## src/hw/rtl/sipf_pkg.sv

```systemverilog
// Shared types, constants and the CRC-16 byte update for the servo packet framer.
// Used by every module of the framer; depends on nothing.
package sipf_pkg;

    // Input item as it arrives on the request channel.
    typedef struct packed {
        logic       op;
        logic [7:0] target_id;
        logic [7:0] instruction;
        logic [7:0] param_count;
        logic [7:0] data_byte;
    } in_item_t;

    // One byte of the framed packet.
    typedef struct packed {
        logic [7:0] out_byte;
        logic       last;
        logic       error;
    } out_item_t;

    localparam logic OP_START = 1'b0;
    localparam logic OP_PARAM = 1'b1;

    localparam logic [7:0] MAX_PARAMS = 8'd252;
    localparam logic [7:0] LEN_EXTRA  = 8'd3;

    localparam logic [7:0]  HDR_SYNC    = 8'hFF;
    localparam logic [7:0]  HDR_MARK    = 8'hFD;
    localparam logic [7:0]  HDR_ZERO    = 8'h00;
    localparam logic [15:0] CRC_POLY    = 16'h8005;
    localparam logic [15:0] CRC_INIT    = 16'h0000;

    // Classified command held in the queue between the two halves.
    localparam int unsigned KIND_W = 2;
    localparam logic [KIND_W-1:0] KIND_START = 2'd0;
    localparam logic [KIND_W-1:0] KIND_PARAM = 2'd1;
    localparam logic [KIND_W-1:0] KIND_STRAY = 2'd2;

    typedef struct packed {
        logic [KIND_W-1:0] kind;
        logic [7:0]        first;    // target id on a start, data on a parameter
        logic [7:0]        instr;
        logic [7:0]        len_lo;
        logic              tail;     // the CRC follows this command
    } q_entry_t;

    localparam int unsigned QUEUE_DEPTH = 4;
    localparam int unsigned QUEUE_AW    = $clog2(QUEUE_DEPTH);

    localparam int unsigned STEP_W = 4;

    function automatic logic [15:0] crc_byte(input logic [15:0] crc_in, input logic [7:0] b);
        logic [15:0] c;
        c = crc_in ^ {b, 8'h00};
        for (int k = 0; k < 8; k++) begin
            if (c[15])
            begin
                c = {c[14:0], 1'b0} ^ CRC_POLY;
            end
            else
            begin
                c = {c[14:0], 1'b0};
            end
        end
        return c;
    endfunction

endpackage

```

## src/hw/rtl/sipf_front.sv

```systemverilog
// Front half of the servo packet framer: accepts requests and classifies them.
// Tracks the open packet and its remaining parameter count; uses sipf_pkg.
module sipf_front (
    input  logic               clk,
    input  logic               rst_n,
    input  logic               cmd_valid,
    input  sipf_pkg::in_item_t cmd,
    output logic               cmd_stall,
    input  logic               q_full,
    output logic               q_push,
    output sipf_pkg::q_entry_t q_entry
);
    import sipf_pkg::*;

    logic [7:0] left_reg, left_next;
    logic       open_reg, open_next;
    logic [7:0] count_sat;

    assign cmd_stall = q_full;
    assign q_push    = cmd_valid && !q_full;
    assign count_sat = (cmd.param_count > MAX_PARAMS) ? MAX_PARAMS : cmd.param_count;

    always_comb
    begin
        left_next      = left_reg;
        open_next      = open_reg;
        q_entry.first  = cmd.data_byte;
        q_entry.instr  = cmd.instruction;
        q_entry.len_lo = count_sat + LEN_EXTRA;
        q_entry.tail   = 1'b0;
        q_entry.kind   = KIND_STRAY;
        if (cmd.op == OP_START)
        begin
            q_entry.kind  = KIND_START;
            q_entry.first = cmd.target_id;
            q_entry.tail  = (count_sat == 8'd0);
            left_next     = count_sat;
            open_next     = (count_sat != 8'd0);
        end
        else if (open_reg && left_reg != 8'd0)
        begin
            q_entry.kind = KIND_PARAM;
            q_entry.tail = (left_reg == 8'd1);
            left_next    = left_reg - 8'd1;
            open_next    = (left_reg != 8'd1);
        end
    end

    always_ff @(posedge clk or negedge rst_n)
    begin
        if (!rst_n)
        begin
            left_reg <= 8'd0;
            open_reg <= 1'b0;
        end
        else if (q_push)
        begin
            left_reg <= left_next;
            open_reg <= open_next;
        end
    end

endmodule

```

## src/hw/rtl/sipf_queue.sv

```systemverilog
// Short command queue between the front and back halves of the framer.
// Register-based FIFO sized by sipf_pkg::QUEUE_DEPTH.
module sipf_queue (
    input  logic               clk,
    input  logic               rst_n,
    input  logic               push,
    input  sipf_pkg::q_entry_t push_entry,
    input  logic               pop,
    output sipf_pkg::q_entry_t head,
    output logic               full,
    output logic               empty
);
    import sipf_pkg::*;

    q_entry_t              slots_reg [QUEUE_DEPTH];
    logic [QUEUE_AW-1:0]   wr_reg, wr_next;
    logic [QUEUE_AW-1:0]   rd_reg, rd_next;
    logic [QUEUE_AW:0]     count_reg, count_next;

    assign full  = (count_reg == (QUEUE_AW + 1)'(QUEUE_DEPTH));
    assign empty = (count_reg == '0);
    assign head  = slots_reg[rd_reg];

    always_comb
    begin
        wr_next    = push ? wr_reg + 1'b1 : wr_reg;
        rd_next    = pop ? rd_reg + 1'b1 : rd_reg;
        count_next = count_reg + (QUEUE_AW + 1)'(push) - (QUEUE_AW + 1)'(pop);
    end

    always_ff @(posedge clk)
    begin
        if (push)
        begin
            slots_reg[wr_reg] <= push_entry;
        end
    end

    always_ff @(posedge clk or negedge rst_n)
    begin
        if (!rst_n)
        begin
            wr_reg    <= '0;
            rd_reg    <= '0;
            count_reg <= '0;
        end
        else
        begin
            wr_reg    <= wr_next;
            rd_reg    <= rd_next;
            count_reg <= count_next;
        end
    end

`ifndef SYNTHESIS
    a_no_overflow: assert property (@(posedge clk) disable iff (!rst_n) full |-> !push)
        else $error("queue written while full");
    a_no_underflow: assert property (@(posedge clk) disable iff (!rst_n) empty |-> !pop)
        else $error("queue read while empty");
    a_count_bound: assert property (@(posedge clk) disable iff (!rst_n)
        count_reg <= (QUEUE_AW + 1)'(QUEUE_DEPTH))
        else $error("queue count out of range");
`endif

endmodule

```

## src/hw/rtl/sipf_back.sv

```systemverilog
// Back half of the servo packet framer: turns queued commands into packet bytes.
// Emits a byte per cycle unless stalled or idle; runs the CRC-16; uses sipf_pkg.
module sipf_back (
    input  logic                clk,
    input  logic                rst_n,
    input  logic                q_empty,
    input  sipf_pkg::q_entry_t  q_head,
    output logic                q_pop,
    output logic                pkt_valid,
    input  logic                pkt_stall,
    output sipf_pkg::out_item_t pkt
);
    import sipf_pkg::*;

    localparam logic [STEP_W-1:0] STEP_HDR_LAST = 4'd7;
    localparam logic [STEP_W-1:0] STEP_HDR_CRC  = 4'd9;

    logic [STEP_W-1:0] step_reg, step_next;
    logic [15:0]       crc_reg, crc_next, crc_base;
    logic              valid_reg, valid_next;
    out_item_t         pkt_reg;

    logic       fire;
    logic       done;
    logic       is_data;
    out_item_t  cur;

    assign fire      = !q_empty && (!valid_reg || !pkt_stall);
    assign q_pop     = fire && done;
    assign pkt_valid = valid_reg;
    assign pkt       = pkt_reg;

    // A new packet always restarts the CRC from its first header byte.
    assign crc_base = (q_head.kind == KIND_START && step_reg == '0) ? CRC_INIT : crc_reg;

    always_comb
    begin
        cur.out_byte = HDR_ZERO;
        cur.last     = 1'b0;
        cur.error    = 1'b0;
        is_data      = 1'b1;
        done         = 1'b0;
        unique case (q_head.kind)
            KIND_START:
            begin
                unique case (step_reg)
                    4'd0, 4'd1: cur.out_byte = HDR_SYNC;
                    4'd2:       cur.out_byte = HDR_MARK;
                    4'd3, 4'd6: cur.out_byte = HDR_ZERO;
                    4'd4:       cur.out_byte = q_head.first;
                    4'd5:       cur.out_byte = q_head.len_lo;
                    4'd7:       cur.out_byte = q_head.instr;
                    4'd8:
                    begin
                        cur.out_byte = crc_reg[7:0];
                        is_data      = 1'b0;
                    end
                    default:
                    begin
                        cur.out_byte = crc_reg[15:8];
                        cur.last     = 1'b1;
                        is_data      = 1'b0;
                    end
                endcase
                done = q_head.tail ? (step_reg == STEP_HDR_CRC) : (step_reg == STEP_HDR_LAST);
            end
            KIND_PARAM:
            begin
                unique case (step_reg)
                    4'd0:    cur.out_byte = q_head.first;
                    4'd1:
                    begin
                        cur.out_byte = crc_reg[7:0];
                        is_data      = 1'b0;
                    end
                    default:
                    begin
                        cur.out_byte = crc_reg[15:8];
                        cur.last     = 1'b1;
                        is_data      = 1'b0;
                    end
                endcase
                done = q_head.tail ? (step_reg == 4'd2) : (step_reg == 4'd0);
            end
            default:
            begin
                // Parameter byte with no packet open.
                cur.last  = 1'b1;
                cur.error = 1'b1;
                is_data   = 1'b0;
                done      = 1'b1;
            end
        endcase
    end

    always_comb
    begin
        step_next  = step_reg;
        crc_next   = crc_reg;
        valid_next = valid_reg && pkt_stall;
        if (fire)
        begin
            valid_next = 1'b1;
            step_next  = done ? '0 : step_reg + 1'b1;
            if (is_data)
            begin
                crc_next = crc_byte(crc_base, cur.out_byte);
            end
        end
    end

    always_ff @(posedge clk)
    begin
        if (fire)
        begin
            pkt_reg <= cur;
        end
    end

    always_ff @(posedge clk or negedge rst_n)
    begin
        if (!rst_n)
        begin
            step_reg  <= '0;
            crc_reg   <= CRC_INIT;
            valid_reg <= 1'b0;
        end
        else
        begin
            step_reg  <= step_next;
            crc_reg   <= crc_next;
            valid_reg <= valid_next;
        end
    end

`ifndef SYNTHESIS
    a_step_range: assert property (@(posedge clk) disable iff (!rst_n)
        step_reg <= STEP_HDR_CRC)
        else $error("byte counter out of range");
    a_step_has_cmd: assert property (@(posedge clk) disable iff (!rst_n)
        step_reg != '0 |-> !q_empty)
        else $error("command left the queue in the middle of a packet");
    a_error_is_last: assert property (@(posedge clk) disable iff (!rst_n)
        valid_reg && pkt_reg.error |-> pkt_reg.last)
        else $error("error result not marked last");
`endif

endmodule

```

## src/hw/rtl/servo_instruction_packet_framer_unit.sv

```systemverilog
// Servo-bus instruction packet framer, top level: front classifier, queue, byte emitter.
// Depends on sipf_pkg, sipf_front, sipf_queue and sipf_back.
//
// A start request produces the header FF FF FD 00, id, length (count + 3, count capped at
// 252), 00 and the instruction; each parameter request produces its byte, and the one that
// completes the packet is followed by the CRC-16 (poly 0x8005, init 0), low byte first, with
// last on the high byte. A start with a zero count emits all ten bytes. A parameter with no
// open packet gives one byte 00 flagged last and error; a start while a packet is open
// abandons it. Requests are taken one per cycle while the four-entry queue has room; the
// back end emits one byte per cycle while the queue holds a command and pkt_stall is low; a
// start yields 8 or 10 bytes and a parameter 1 or 3. A taken request is written into the
// queue first; the back end then registers its first byte with valid in the output register.
module servo_instruction_packet_framer_unit (
    input  logic                clk,
    input  logic                rst_n,
    input  logic                cmd_valid,
    input  sipf_pkg::in_item_t  cmd,
    output logic                cmd_stall,
    output logic                pkt_valid,
    input  logic                pkt_stall,
    output sipf_pkg::out_item_t pkt
);
    import sipf_pkg::*;

    logic     q_push;
    logic     q_pop;
    logic     q_full;
    logic     q_empty;
    q_entry_t q_in;
    q_entry_t q_head;

    sipf_front u_front (
        .clk       (clk),
        .rst_n     (rst_n),
        .cmd_valid (cmd_valid),
        .cmd       (cmd),
        .cmd_stall (cmd_stall),
        .q_full    (q_full),
        .q_push    (q_push),
        .q_entry   (q_in)
    );

    sipf_queue u_queue (
        .clk        (clk),
        .rst_n      (rst_n),
        .push       (q_push),
        .push_entry (q_in),
        .pop        (q_pop),
        .head       (q_head),
        .full       (q_full),
        .empty      (q_empty)
    );

    sipf_back u_back (
        .clk       (clk),
        .rst_n     (rst_n),
        .q_empty   (q_empty),
        .q_head    (q_head),
        .q_pop     (q_pop),
        .pkt_valid (pkt_valid),
        .pkt_stall (pkt_stall),
        .pkt       (pkt)
    );

endmodule

```

## config.mk

```make
export PLATFORM = sky130hd
export DESIGN_NAME = servo_instruction_packet_framer_unit
export DESIGN_NICKNAME = d
export VERILOG_FILES = /design/src/hw/rtl/sipf_pkg.sv /design/src/hw/rtl/sipf_front.sv /design/src/hw/rtl/sipf_queue.sv /design/src/hw/rtl/sipf_back.sv /design/src/hw/rtl/servo_instruction_packet_framer_unit.sv
export SDC_FILE = /design/constraint.sdc
export NUM_CORES = 1
export LEC_CHECK = 0
export BUFFER_PORTS_ARGS = -buffer_cell sky130_fd_sc_hd__buf_2
export CORE_ASPECT_RATIO = 0.9
export CORE_MARGIN = 5
export CORE_UTILIZATION = 60
export CTS_CLUSTER_DIAMETER = 40
export DETAILED_ROUTE_END_ITERATION = 7
export PLACE_DENSITY = 0.81
export SYNTH_ARGS = -nofsm -noshare
export SYNTH_HDL_FRONTEND = slang
export SYNTH_HIERARCHICAL = 1
export SYNTH_SLANG_ARGS = --single-unit
```

## constraint.sdc

```tcl
create_clock -name clk -period 7.05 [get_ports clk]
set_input_delay 0.705 -clock clk [delete_from_list [all_inputs] [get_ports clk]]
set_output_delay 0.705 -clock clk [all_outputs]
set_load 0.01 [all_outputs]
```

# --- Yosys cells after proc, flatten, opt, wreduce, memory -nomap -nowiden ---
# Memory sizes are Yosys's and may differ from the RTL's.
# Cells that the tools add are included.
op_classes:
  n_addsub: 7
  multipliers: 0
  div_mod_pow: 0
  n_lt_le_gt_ge: 1
  n_eq_ne: 14
  shift: 0
  muxes: 50
  bitwise: 9
  n_reduce_logical: 24
ops:
  columns: ["operator", "count"]
  rows:
  - ["two-way mux 16 bit", 23]
  - ["one-hot mux 8 bit (7 select lines)", 1]
  - ["two-way mux 8 bit", 4]
  - ["one-hot mux 8 bit (2 select lines)", 2]
  - ["NOT 3 bit", 8]
  - ["== test 4 x 3 -> 1 bit (second input constant)", 4]
  - ["nonzero test 8 bit", 2]
  - ["bitwise XOR 16 bit", 1]
  - ["two-way mux 1 bit", 14]
  - ["OR reduction 9 bit", 1]
  - ["adder 8 x 2 -> 8 bit (second input constant)", 1]
  - ["== test 4 x 2 -> 1 bit (second input constant)", 2]
  - ["== test 4 bit (second input constant)", 2]
  - ["== test 8 x 1 -> 1 bit (second input constant)", 1]
  - ["greater-than comparator 8 bit (second input constant)", 1]
  - ["logical NOT 8 bit", 1]
  - ["!= test 8 x 1 -> 1 bit (second input constant)", 1]
  - ["OR reduction 8 bit", 1]
  - ["subtractor 8 x 1 -> 8 bit (second input constant)", 1]
  - ["logical AND 1 bit", 6]
  - ["one-hot mux 1 bit (2 select lines)", 3]
  - ["OR reduction 2 bit", 3]
  - ["adder 2 x 1 -> 2 bit (second input constant)", 2]
  - ["adder 4 x 1 -> 4 bit (second input constant)", 1]
  - ["other kinds (14)", 19]
totals:
  register_bits: 47
  latchBits: 0
  ram_bits: 108
  romBits: 0
  input_bits: 37
  out_inout_bits: 12
  word_cells: 117
  n_memories: 1
mem_list:
  columns: ["name", "words", "width", "read_ports", "rd_ports_with_merged_regs", "write_ports", "line", "source"]
  rows:
  - ["u_queue.slots_reg", 4, 27, 1, 0, 1, "sipf_queue.sv:15", "q_entry_t slots_reg [QUEUE_DEPTH];"]

# --- Longest topological paths before layout ---
depth:
  depth_word: 35
  mapped_depth: 13
  ltp_nobuf: 12

# --- Modules after synthesis ---
# The synthesis kept the hierarchy.
by_module_without_submodules:
  columns: ["mod", "instances", "cells_each", "area_per_inst_um2", "seq_area_each_um2"]
  rows:
  - ["sipf_queue", 1, 175, 4294.1, 3418.3]
  - ["sipf_back", 1, 277, 2447.3, 825.8]
  - ["sipf_front", 1, 121, 962.2, 225.2]

# --- Least setup slack after synthesis ---
# No wires, ideal clock.
synth_timing:
  path_kind: "register to register"
  start: "reg u_queue.rd_reg[0]"
  end: "reg u_back.crc_reg[15]"
  setup_ps: 131
  arrival_time_ps: 3013
  t_required_ps: 6919
  setup_slack_ps: 3906
  stages_incl_launch_ff: 13
  n_path_buf: 2
  period_less_slack_ps: 3144
  path_cell_list: "dfrtp_1 > buf_6 > buf_12 > mux4_2 > a222oi_1 > o221ai_2 > o21ai_1 > nand2_1 > a31o_1 > xnor2_1 > xnor3_2 > xor3_1 > o21ai_1"
synth_lines:
  columns: ["element", "line", "source"]
  rows:
  - ["start, declared", "sipf_queue.sv:17", "logic [QUEUE_AW-1:0] rd_reg, rd_next;"]
  - ["start signal, assigned", "sipf_queue.sv:50", "rd_reg <= rd_next;"]
  - ["end signal, assigned", "sipf_back.sv:131", "crc_reg <= crc_next;"]
  - ["end, declared", "sipf_back.sv:19", "logic [15:0] crc_reg, crc_next, crc_base;"]

==> flow_metrics.py <==
metrics = {
    "cts": {
        "post_cts.repair.setup_buffers": 0,
        "root_buffer": "clkbuf_16",
        "insertion_delay_ns": 0.43,
        "cts_num_sinks": 155,
        "cts_tree": "built",
        "cts_htree_levels": 4,
        "cts.path.max_buffers": 2,
        "cts_resized": 0,
        "cts_hold_buf": 0,
        "clk_pin_slew_ns": 0.06,
        "cts-buffers-inserted": 17,
    },
    "setup_path": {
        "critPathMaxFanout": 29,
        "r2r-start": "u_queue/rd_reg[0]",
        "crit_family": "simple AND/OR/NAND/NOR gates",
        "critPathBufInv": 0,
        "r2r_slack_ns": 2.24,
        "endpoint_kind": "flop",
        "ff2ff_path_depth": 9,
        "reg2reg_to": "u_back/crc_reg[15]",
        "required_ns": 7.32,
        "cp_slowest_stage_delay_ns": 1.02,
        "slowest_stage": "dfrtp_2",
        "path_cells": "mux4_2, nor2_1, nand2_1, a21boi_1, a22o_2, xnor2_4, xnor3_2, xor3_1, o21ai_1",
        "cp.arrival_ns": 5.09,
        "startpoint_type": "flop",
        "critPathKind": "flop to flop",
    },
    "grt": {
        "gr-total-overflow": 0,
        "grt_pass1_vias": 4919,
        "antenna_found_initial": 0,
        "grt_use_total": 0.235,
        "grt_pass1_wl_um": 27300,
        "grt_max_degree": 38,
    },
    "timing": {
        "worst_slack_ns": 2.24,
        "fin_crit_sh": 0.683,
        "max_slew_margin": 0.333,
        "maxSlewViolCount": 0,
        "finalSetupTns_ns": 0,
        "worst_pin_slew_ns": 0.997,
        "rsz0062_at_grt": "no",
        "clock-skew-final_ns": 0.00953,
        "fmax_mhz": 208,
        "setup_violations": 0,
        "finalHoldViolations": 0,
        "finalCriticalPeriod_ns": 4.81,
    },
    "placement": {
        "routabilityCongestion": 0.925,
        "numPlacedInstances": 750,
        "pre_cts_slack_ns": 2.27,
        "port_buffers": 48,
        "dp_hpwl_um": 11500,
    },
    "die": {
        "top_level_ports": 49,
        "start_util": 0.610,
        "dieArea_um2": 15200,
        "fp.dieW_um": 129,
        "die_h_um": 117,
        "rows": 39,
        "core_um2": 12600,
    },
    "power_and_ir_drop": {
        "p_per_area_nw_per_um2": 535,
        "fin_total_pwr_w": 0.00456,
        "vdd_drop_max_v": 0.000325,
        "p_leak_nw": 3.19,
    },
    "logic_synthesis": {
        "synthCells": 573,
        "synth_top_area_frac": 0.460,
        "synth.most_common_cell": "edfxtp_1",
        "synth_edf_count": 118,
        "synth_area_leaders": "edfxtp_1, dfrtp_1, mux4_2, nand2_1, ha_1",
        "netlist_area_um2": 7700,
        "ys_warn_count": 6,
        "synth.yosys.seq_area_share": 0.580,
        "ys_seq_elements": 155,
        "synth_cell_type_count": 78,
        "synth_nets": 626,
        "synth_top_cell_by_area": "edfxtp_1",
        "synthFlopType": "edfxtp_1",
        "ys_async_sr_fraction": 0.239,
        "synthTopCellsByCount": "edfxtp_1, nand2_1, dfrtp_1",
        "synth_area_per_cell_um2": 13.4,
    },
    "flow_run": {
        "max-cap-violations": 0,
    },
    "hold_path": {
        "hold_path.class": "input pin to asynchronous set/reset pin",
    },
    "finish": {
        "nFillCells": 894,
        "largest_reg_flops": 108,
        "area_growth_pct": 10.7,
        "antennaDiodeCount": 0,
        "finish.utilization": 0.675,
        "nets": 658,
        "finalNonFillerCells": 782,
        "final_layout_size_suffix_gt1_frac": 0.225,
    },
    "detailed_routing": {
        "firstDrtPassIters": 8,
        "routed_via_density": 6.40,
        "drt-met1-wl_um": 7100,
        "wl_met2_um": 8400,
        "drc": 0,
        "wirelength_um": 17000,
        "vias": 5003,
        "wl_per_cell_um": 21.7,
        "drt_iter0_markers": 576,
        "highest_layer": "met4",
        "ant_nets": 0,
        "dr_wl_met3_um": 1210,
    },
    "outcome": {
        "status": "finished, final reports clean",
    },
}
[metrics by stage]
stage	instance area, um2	hold WS [ns]
6_report	8530	0.421
5_1_grt	8530	0.479
4_1_cts	8530	0.442
3_5_place_dp	7930	0.463
3_3_place_gp	7930	0.457
2_1_floorplan	7700	0.409
[worst register-to-register path, stage by stage (launching register included)]
cell and delay, ns:
dfrtp_2 1.02, mux4_2 0.76, nor2_1 0.81, nand2_1 0.64, a21boi_1 0.31, a22o_2 0.27
xnor2_4 0.20, xnor3_2 0.39, xor3_1 0.22, o21ai_1 0.06
[power by group]
group | leakage (nW) | internal (W) | switching, W
logic | 1.36 | 0.000974 | 0.00117
registers | 1.54 | 0.00128 | 0.000216
clock network | 0.291 | 0.000537 | 0.000378
total | 3.19 | 0.00279 | 0.00177
[area by class of cell]
| type | instances | area [um2] | area share |
|---|---|---|---|
| Sequential cell | 155 | 4470 | 0.524 |
| Multi-Input combinational cell | 359 | 2910 | 0.341 |
| Clock buffer | 18 | 439 | 0.0515 |
| Timing Repair Buffer | 53 | 278 | 0.0326 |
| Tap cell | 164 | 205 | 0.0241 |
| Clock inverter | 14 | 155 | 0.0182 |
| Inverter | 19 | 71.3 | 0.00836 |
[cells by family (layout without fill, tap and decap cells)]
logic type,Yosys count,in the layout,share of synthesized area
muxes,42,42,0.100
DFF,155,155,0.580
and+or+nand+nor,155,155,0.102
AOI/OAI and AO/OA,123,123,0.116
xor gates and xnor gates,23,23,0.0325
buffers and inverters,59,104,0.0422
adders and majority gates,16,16,0.0270
[layer usage]
| layer | GRT usage | vias to the layer above |
|---|---|---|
| met4 | 0.0649 | 0 |
| li1 | - | 2257 |
| met5 | 0 | - |
| met2 | 0.366 | 217 |
| met3 | 0.0594 | 26 |
| met1 | 0.333 | 2503 |
[how the worst max path moves through the flow]
stage	depth (start not counted)	slack [ns]	from	endpoint
3_5_place_dp	9	2.27	u_queue/rd_reg[0]	u_back/crc_reg[15]
6_report	9	2.24	u_queue/rd_reg[0]	u_back/crc_reg[15]
4_1_cts	9	2.25	u_queue/rd_reg[0]	u_back/crc_reg[15]
5_1_grt	9	1.89	u_queue/rd_reg[0]	u_back/crc_reg[15]
2_1_floorplan	12	3.91	u_queue/rd_reg[0]	u_back/crc_reg[15]
3_3_place_gp	9	2.43	u_queue/rd_reg[0]	u_back/crc_reg[15]
[cells in the final DEF (no fill, tap or decap), types with 3 or more instances in the layout]
cell type | Yosys | layout
a21oi_1 | 12 | 12
a221o_1 | 3 | 3
a221oi_1 | 3 | 3
a222oi_1 | 5 | 5
a22o_1 | 9 | 9
a22oi_1 | 9 | 9
a32oi_1 | 3 | 3
and2_1 | 6 | 6
and3_1 | 3 | 3
buf_2 | 10 | 48
buf_4 | 10 | 5
clkbuf_16 | 0 | 17
dfrtp_1 | 37 | 36
edfxtp_1 | 118 | 118
ha_1 | 15 | 15
inv_1 | 19 | 19
inv_6 | 0 | 4
mux2_2 | 9 | 9
mux2i_1 | 6 | 6
mux4_2 | 26 | 26
nand2_1 | 54 | 54
nand2b_1 | 7 | 7
nand3_1 | 15 | 15
nand4_1 | 3 | 3
nand4b_1 | 3 | 3
nor2_1 | 30 | 30
nor2b_1 | 3 | 3
nor3_1 | 5 | 5
nor4_1 | 5 | 5
o21ai_0 | 34 | 34
o21ai_1 | 8 | 8
o21bai_1 | 3 | 3
o22ai_1 | 4 | 4
o2bb2ai_1 | 3 | 3
xnor2_1 | 14 | 14
xor2_1 | 6 | 6
(Power assumes the default switching activity.)
